**src/assert_macros.svh**
```systemverilog
// Assertion macros shared by the RTL files.
`ifndef ASSERT_MACROS_SVH
`define ASSERT_MACROS_SVH
`ifndef SYNTHESIS
`define ASSERT_IMPL(label, clk, rst_n, ante, cons) \
label: assert property (@(posedge clk) disable iff (!rst_n) (ante) |-> (cons)) \
else $error("same-cycle check failed");
`define ASSERT_NEXT(label, clk, rst_n, ante, cons) \
label: assert property (@(posedge clk) disable iff (!rst_n) (ante) |=> (cons)) \
else $error("next-cycle check failed");
`else
`define ASSERT_IMPL(label, clk, rst_n, ante, cons)
`define ASSERT_NEXT(label, clk, rst_n, ante, cons)
`endif
`endif

```
**src/bhim_pkg.sv**
```systemverilog
package bhim_pkg;

	localparam int MAX_ROWS_DEF      = 256;
	localparam int MAX_COLS_DEF      = 256;
	localparam int MAX_SURROUNDS_DEF = 128;
	localparam int PASS_LIMIT_DEF    = 65535;

	localparam logic [1:0] REQ_LOAD  = 2'd0;
	localparam logic [1:0] REQ_WRITE = 2'd1;
	localparam logic [1:0] REQ_RUN   = 2'd2;
	localparam logic [1:0] REQ_READ  = 2'd3;

	localparam logic [2:0] REG_ROWS   = 3'd0;
	localparam logic [2:0] REG_COLS   = 3'd1;
	localparam logic [2:0] REG_ITER   = 3'd2;
	localparam logic [2:0] REG_SUBF   = 3'd3;
	localparam logic [2:0] REG_MODE   = 3'd4;
	localparam logic [2:0] REG_LOGIC  = 3'd5;
	localparam logic [2:0] REG_SCOUNT = 3'd6;

	localparam int MT_DEPTH = 512;
	localparam logic [7:0] PIXEL_ONE = 8'd255;

	typedef logic [8:0] nb_t;

	localparam nb_t MODE_MASK [4] = '{9'h0AA, 9'h1AB, 9'h0EE, 9'h1EF};

	typedef struct packed {
		logic       start;
		logic [7:0] nsur;
		nb_t        mask;
	} build_req_t;

endpackage

```
**src/bhim_match.sv**
```systemverilog
`include "assert_macros.svh"

module bhim_match #(
	parameter int MAX_SURROUNDS = bhim_pkg::MAX_SURROUNDS_DEF
) (
	input  logic                clk,
	input  logic                arst_n,
	input  bhim_pkg::build_req_t build,
	input  logic                sur_we,
	input  logic [6:0]          sur_idx,
	input  bhim_pkg::nb_t       sur_pat,
	input  logic                look_re,
	input  bhim_pkg::nb_t       look_nb,
	output logic                look_hit,
	output logic                busy
);

	localparam int SIW = (MAX_SURROUNDS > 1) ? $clog2(MAX_SURROUNDS) : 1;

	typedef enum logic [1:0] {M_IDLE, M_CLR, M_FILL} mstate_t;

	mstate_t       st_q;
	logic [8:0]    cnt_q;
	logic [8:0]    i_q;
	logic [7:0]    nsur_q;
	bhim_pkg::nb_t mask_q;
	logic          fv_s1;
	bhim_pkg::nb_t sur_rd_q;
	logic          hit_q;

	bhim_pkg::nb_t sur_mem [MAX_SURROUNDS];
	logic          mt_mem [bhim_pkg::MT_DEPTH];

	logic          sur_re;
	logic          mt_we;
	logic [8:0]    mt_wa;
	logic          mt_wd;

	assign sur_re   = (st_q == M_FILL) && (i_q < 9'(nsur_q));
	assign busy     = (st_q != M_IDLE) || fv_s1;
	assign look_hit = hit_q;

	always_comb begin
		mt_we = 1'b0;
		mt_wa = cnt_q;
		mt_wd = 1'b0;
		if (st_q == M_CLR) begin
			mt_we = 1'b1;
		end else if (fv_s1) begin
			mt_we = 1'b1;
			mt_wa = sur_rd_q & mask_q;
			mt_wd = 1'b1;
		end
	end

	always_ff @(posedge clk or negedge arst_n) begin
		if (!arst_n) begin
			st_q   <= M_IDLE;
			cnt_q  <= '0;
			i_q    <= '0;
			nsur_q <= '0;
			mask_q <= '0;
			fv_s1  <= 1'b0;
		end else begin
			fv_s1 <= sur_re;
			case (st_q)
				M_IDLE: begin
					if (build.start) begin
						nsur_q <= build.nsur;
						mask_q <= build.mask;
						cnt_q  <= '0;
						st_q   <= M_CLR;
					end
				end
				M_CLR: begin
					cnt_q <= cnt_q + 9'd1;
					if (cnt_q == 9'(bhim_pkg::MT_DEPTH - 1)) begin
						i_q  <= '0;
						st_q <= M_FILL;
					end
				end
				M_FILL: begin
					if (sur_re) begin
						i_q <= i_q + 9'd1;
					end else begin
						st_q <= M_IDLE;
					end
				end
				default: st_q <= M_IDLE;
			endcase
		end
	end

	always_ff @(posedge clk) begin
		if (sur_we) begin
			sur_mem[SIW'(sur_idx)] <= sur_pat;
		end
		if (sur_re) begin
			sur_rd_q <= sur_mem[SIW'(i_q)];
		end
		if (mt_we) begin
			mt_mem[mt_wa] <= mt_wd;
		end
		if (look_re) begin
			hit_q <= mt_mem[look_nb & mask_q];
		end
	end

	`ASSERT_IMPL(a_start_idle, clk, arst_n, build.start, !busy)
	`ASSERT_NEXT(a_start_busy, clk, arst_n, build.start, busy)
	`ASSERT_IMPL(a_look_ready, clk, arst_n, look_re, !busy)

endmodule

```
**config.mk**
```make
export PLATFORM = sky130hd
export DESIGN_NAME = bhim_match
export DESIGN_NICKNAME = d
export VERILOG_FILES = /design/src/bhim_pkg.sv /design/src/bhim_match.sv
export VERILOG_INCLUDE_DIRS = /design/src /design/src/src
export SDC_FILE = /design/constraint.sdc
export NUM_CORES = 2
export LEC_CHECK = 0
export BUFFER_PORTS_ARGS = -buffer_cell sky130_fd_sc_hd__buf_4
export CORE_MARGIN = 5
export CORE_UTILIZATION = 59
export DETAILED_ROUTE_END_ITERATION = 7
export GPL_ROUTABILITY_DRIVEN = 0
export PLACE_DENSITY = 0.72
export RECOVER_POWER = 25
export SETUP_SLACK_MARGIN = 0.5
export SLEW_MARGIN = 10
export SYNTH_ARGS = -nofsm -noshare
export SYNTH_HDL_FRONTEND = slang
export SYNTH_SLANG_ARGS = --single-unit
```
**constraint.sdc**
```tcl
create_clock -name clk -period 20.3 [get_ports clk]
set_input_delay 2.03 -clock clk [delete_from_list [all_inputs] [get_ports clk]]
set_output_delay 2.03 -clock clk [all_outputs]
set_load 0.01 [all_outputs]
```
==> impl_metrics.json <==
{
  "power_frac_comb": 0.010,
  "grt.overflow.total": 0,
  "vias": 35010,
  "first_pass_iters": 7,
  "clk_latency_ps": 770,
  "layout_common_cells": "edfxtp_1 (1674), nor2_1 (673), mux4_2 (501), nand2_1 (218), clkbuf_16 (169)",
  "fin_crit_sh": 0.5275,
  "worst_pin_slew_ps": 6915,
  "drv_cap": 20,
  "synth_top_area_frac": 0.7308,
  "post-route-min-period_ps": 10710,
  "r2r_cells": 8,
  "finalWorstSetupSlack_ps": 9592,
  "grt_pass1_vias": 35610,
  "hold_buffers": 0,
  "final_max_slew_viol_count": 1459,
  "max_freq_mhz": 93.39,
  "r2r_end": "mt_mem[362]$_DFFE_PP_",
  "ios": 49,
  "drcViolationCount": 0,
  "grt_pass1_wl_mm": 234.4,
  "cts_root_buf": "clkbuf_16",
  "p_int_mw": 5.610,
  "hold_viol": 0,
  "hpwlAfterDp_mm": 90.22,
  "fp.dieW_um": 351.4,
  "hp-start": "i_q[8]$_DFFE_PN0P_",
  "hold_path.class": "reg2reg",
  "dieHeight_um": 351.4,
  "clkPwrFrac": 0.435,
  "fin_worst_skew_ps": 24.56,
  "powerDensity_mw_per_mm2": 92.10,
  "cts_tree": "done",
  "cts_buffers": 168,
  "nets": 3728,
  "syn_avg_cell_area_um2": 18.92,
  "p_seq_frac": 0.555,
  "clkTransAtPathRegs_ps": 60,
  "fill_cells": 7563,
  "p_leak_nw": 21.98,
  "start_kind": "flop",
  "via_per_inst": 6.563,
  "wl_mm": 158.1,
  "htree_num_levels": 4,
  "irDropWorstVdd_uv": 82.75,
  "layout-drive-gt1-share": 0.2245,
  "synth_edf_count": 1674,
  "syn2layout_area_growth_pct": 10.28,
  "cp_max_fo": 233,
  "synth_nets": 3692,
  "synth_area_mm2": 0.06878,
  "die_area_mm2": 0.1235,
  "grt_usage": 0.2602,
  "worstHoldEndpoint": "i_q[8]$_DFFE_PN0P_",
  "ys_ff_latch": 1712,
  "first_iter_violations": 4566,
  "layout_commonest_cell": "edfxtp_1",
  "violations": "max-capacitance violations, max-slew violations",
  "seq_area_frac_synth": 0.7447,
  "ys_types": 53,
  "cts.sinks": 1712,
  "hold_depth": 1,
  "grt_max_degree": 234,
  "net-switching-power_mw": 1.376,
  "yosys_warnings": 0,
  "r2r_start": "st_q[1]$_DFFE_PN0P_",
  "start_util": 0.5927,
  "antenna_found_initial": 3,
  "cts_setup_buffers": 0,
  "postSynth.asyncResetShare": 0.02220,
  "switching_share": 0.1969,
  "routedWlPerCell_um": 29.63,
  "ant_nets": 0,
  "status": "finished, violations left",
  "dp_worst_setup_slack_ps": 14340,
  "syn_inst": 3635,
  "critical_path_class": "reg2reg",
  "core_area_mm2": 0.1160,
  "worstPathArrival_ps": 11210,
  "fin_setup_tns_ps": 0,
  "synthFlopType": "edfxtp_1",
  "cts_resized": 0,
  "grt_setup_unrepaired": "no",
  "setup_viol": 0,
  "synthTopCellsByArea": "edfxtp_1 (73%), mux4_2 (16%), nor2_1 (3.7%)",
  "worst-endpoint-required_ps": 20810,
  "worst-r2r-setup-slack_ps": 9590,
  "io_buffer_count": 48,
  "num_rows": 125,
  "cp-end-kind": "flop",
  "max-clock-path-buffers": 3,
  "synth_largest_area_cell": "edfxtp_1",
  "max-slew-margin-rel": -3.635
}
-- cell families after synthesis --
group,count (synthesis),share of synthesized area
AO/OA/AOI/OAI,109,0.01050
XOR/XNOR,4,0.0005094
AND/OR/NAND/NOR,1035,0.06016
adder cells (fa/ha/maj),10,0.001819
flip-flops,1712,0.7447
multiplexers,525,0.1677
buffers and inverters,240,0.01466
-- cells in the mapped netlist (all sizes together) (2+ instances only) --
master	count
nand4b	2
nor2b	8
edfxtp	1674
o31ai	3
a311oi	2
a211o	2
nor2	673
nand2	232
o21ai	32
nor4	2
a22o	2
xor2	3
mux4	501
dfrtp	38
nand2b	7
a211oi	10
a32oi	2
ha	10
inv	9
clkbuf	123
nand3	55
mux2	9
mux2i	15
a31oi	9
and2	9
nand4	6
or3	3
a22oi	3
buf	107
a21oi	18
o21a	9
nor3	16
a21o	5
a2111oi	6
o2111ai	2
and3	17
-- registers in the layout (all words and copies together) (netlist names) --
signal and count:
sur_mem 1152, i_q 9, mt_mem 512, mask_q 9, look_hit 1, nsur_q 8
cnt_q 9, fv_s1 1, sur_rd_q 9, st_q 2
-- critical path, stage by stage (launching register included) --
cell,delay (ps)
dfrtp_1,430
nand2b_1,290
nand2_1,600
clkinvlp_2,5310
a21oi_1,1930
nor2_1,280
nand2_1,800
buf_4,500
nor2_1,110
-- metrics by stage --
| step | hold slack [ps] | util | total power [mW] | cells | area, um^2 |
|---|---|---|---|---|---|
| CTS | 488.6 | 0.6542 | 7.016 | 5332 | 75920 |
| floorplan | 446.7 | - | 3.957 | 3635 | 68780 |
| detailed placement | 474.6 | 0.6080 | 4.017 | 5025 | 70560 |
| global route | 506.1 | 0.6535 | 7.190 | 5332 | 75840 |
| global placement | 466.3 | 0.6080 | 4.011 | 5025 | 70560 |
| finish | 484.1 | 0.6536 | 6.986 | 5335 | 75850 |
-- power by group through the flow --
stage,clock network (mW),registers [mW],logic [mW]
2_1_floorplan,0,3.95,0.0114
3_3_place_gp,0,3.95,0.0656
3_5_place_dp,0,3.95,0.0706
4_1_cts,3.07,3.87,0.0710
5_1_grt,3.24,3.88,0.0734
6_report,3.04,3.88,0.0687
-- worst max-delay path by stage --
stage,startpoint,to,slack (ps),cells after the start
floorplan,st_q[1]$_DFFE_PN0P_,mt_mem[101]$_DFFE_PP_,11820,10
CTS,look_nb[0],look_hit$_DFFE_PP_,15150,11
global route,st_q[1]$_DFFE_PN0P_,mt_mem[421]$_DFFE_PP_,8740,7
detailed placement,look_nb[0],look_hit$_DFFE_PP_,14340,11
finish,st_q[1]$_DFFE_PN0P_,mt_mem[362]$_DFFE_PP_,9590,8
global placement,look_nb[0],look_hit$_DFFE_PP_,14330,11
-- metal layers --
metal  GRT usage  vias up  wire length (um)
met5           0        -                 0
li1            -    14480                 -
met3     0.05055      326             14950
met1      0.3592    18300             58690
met2      0.4320     1898             79610
met4     0.07822        0              4819
-- final cells by class --
type / instances / area, um^2 / share of cell area
multi-input combinational: 1683 / 16630 / 0.2192
inverter: 10 / 41.29 / 0.0005444
clock buffer: 206 / 4378 / 0.05772
tap: 1524 / 1907 / 0.02514
clock inverter: 101 / 985.9 / 0.01300
antenna: 3 / 7.507 / 0.00009897
sequential: 1712 / 51230 / 0.6754
timing repair buffer: 96 / 670.6 / 0.008842
(Power assumes the default switching activity.)
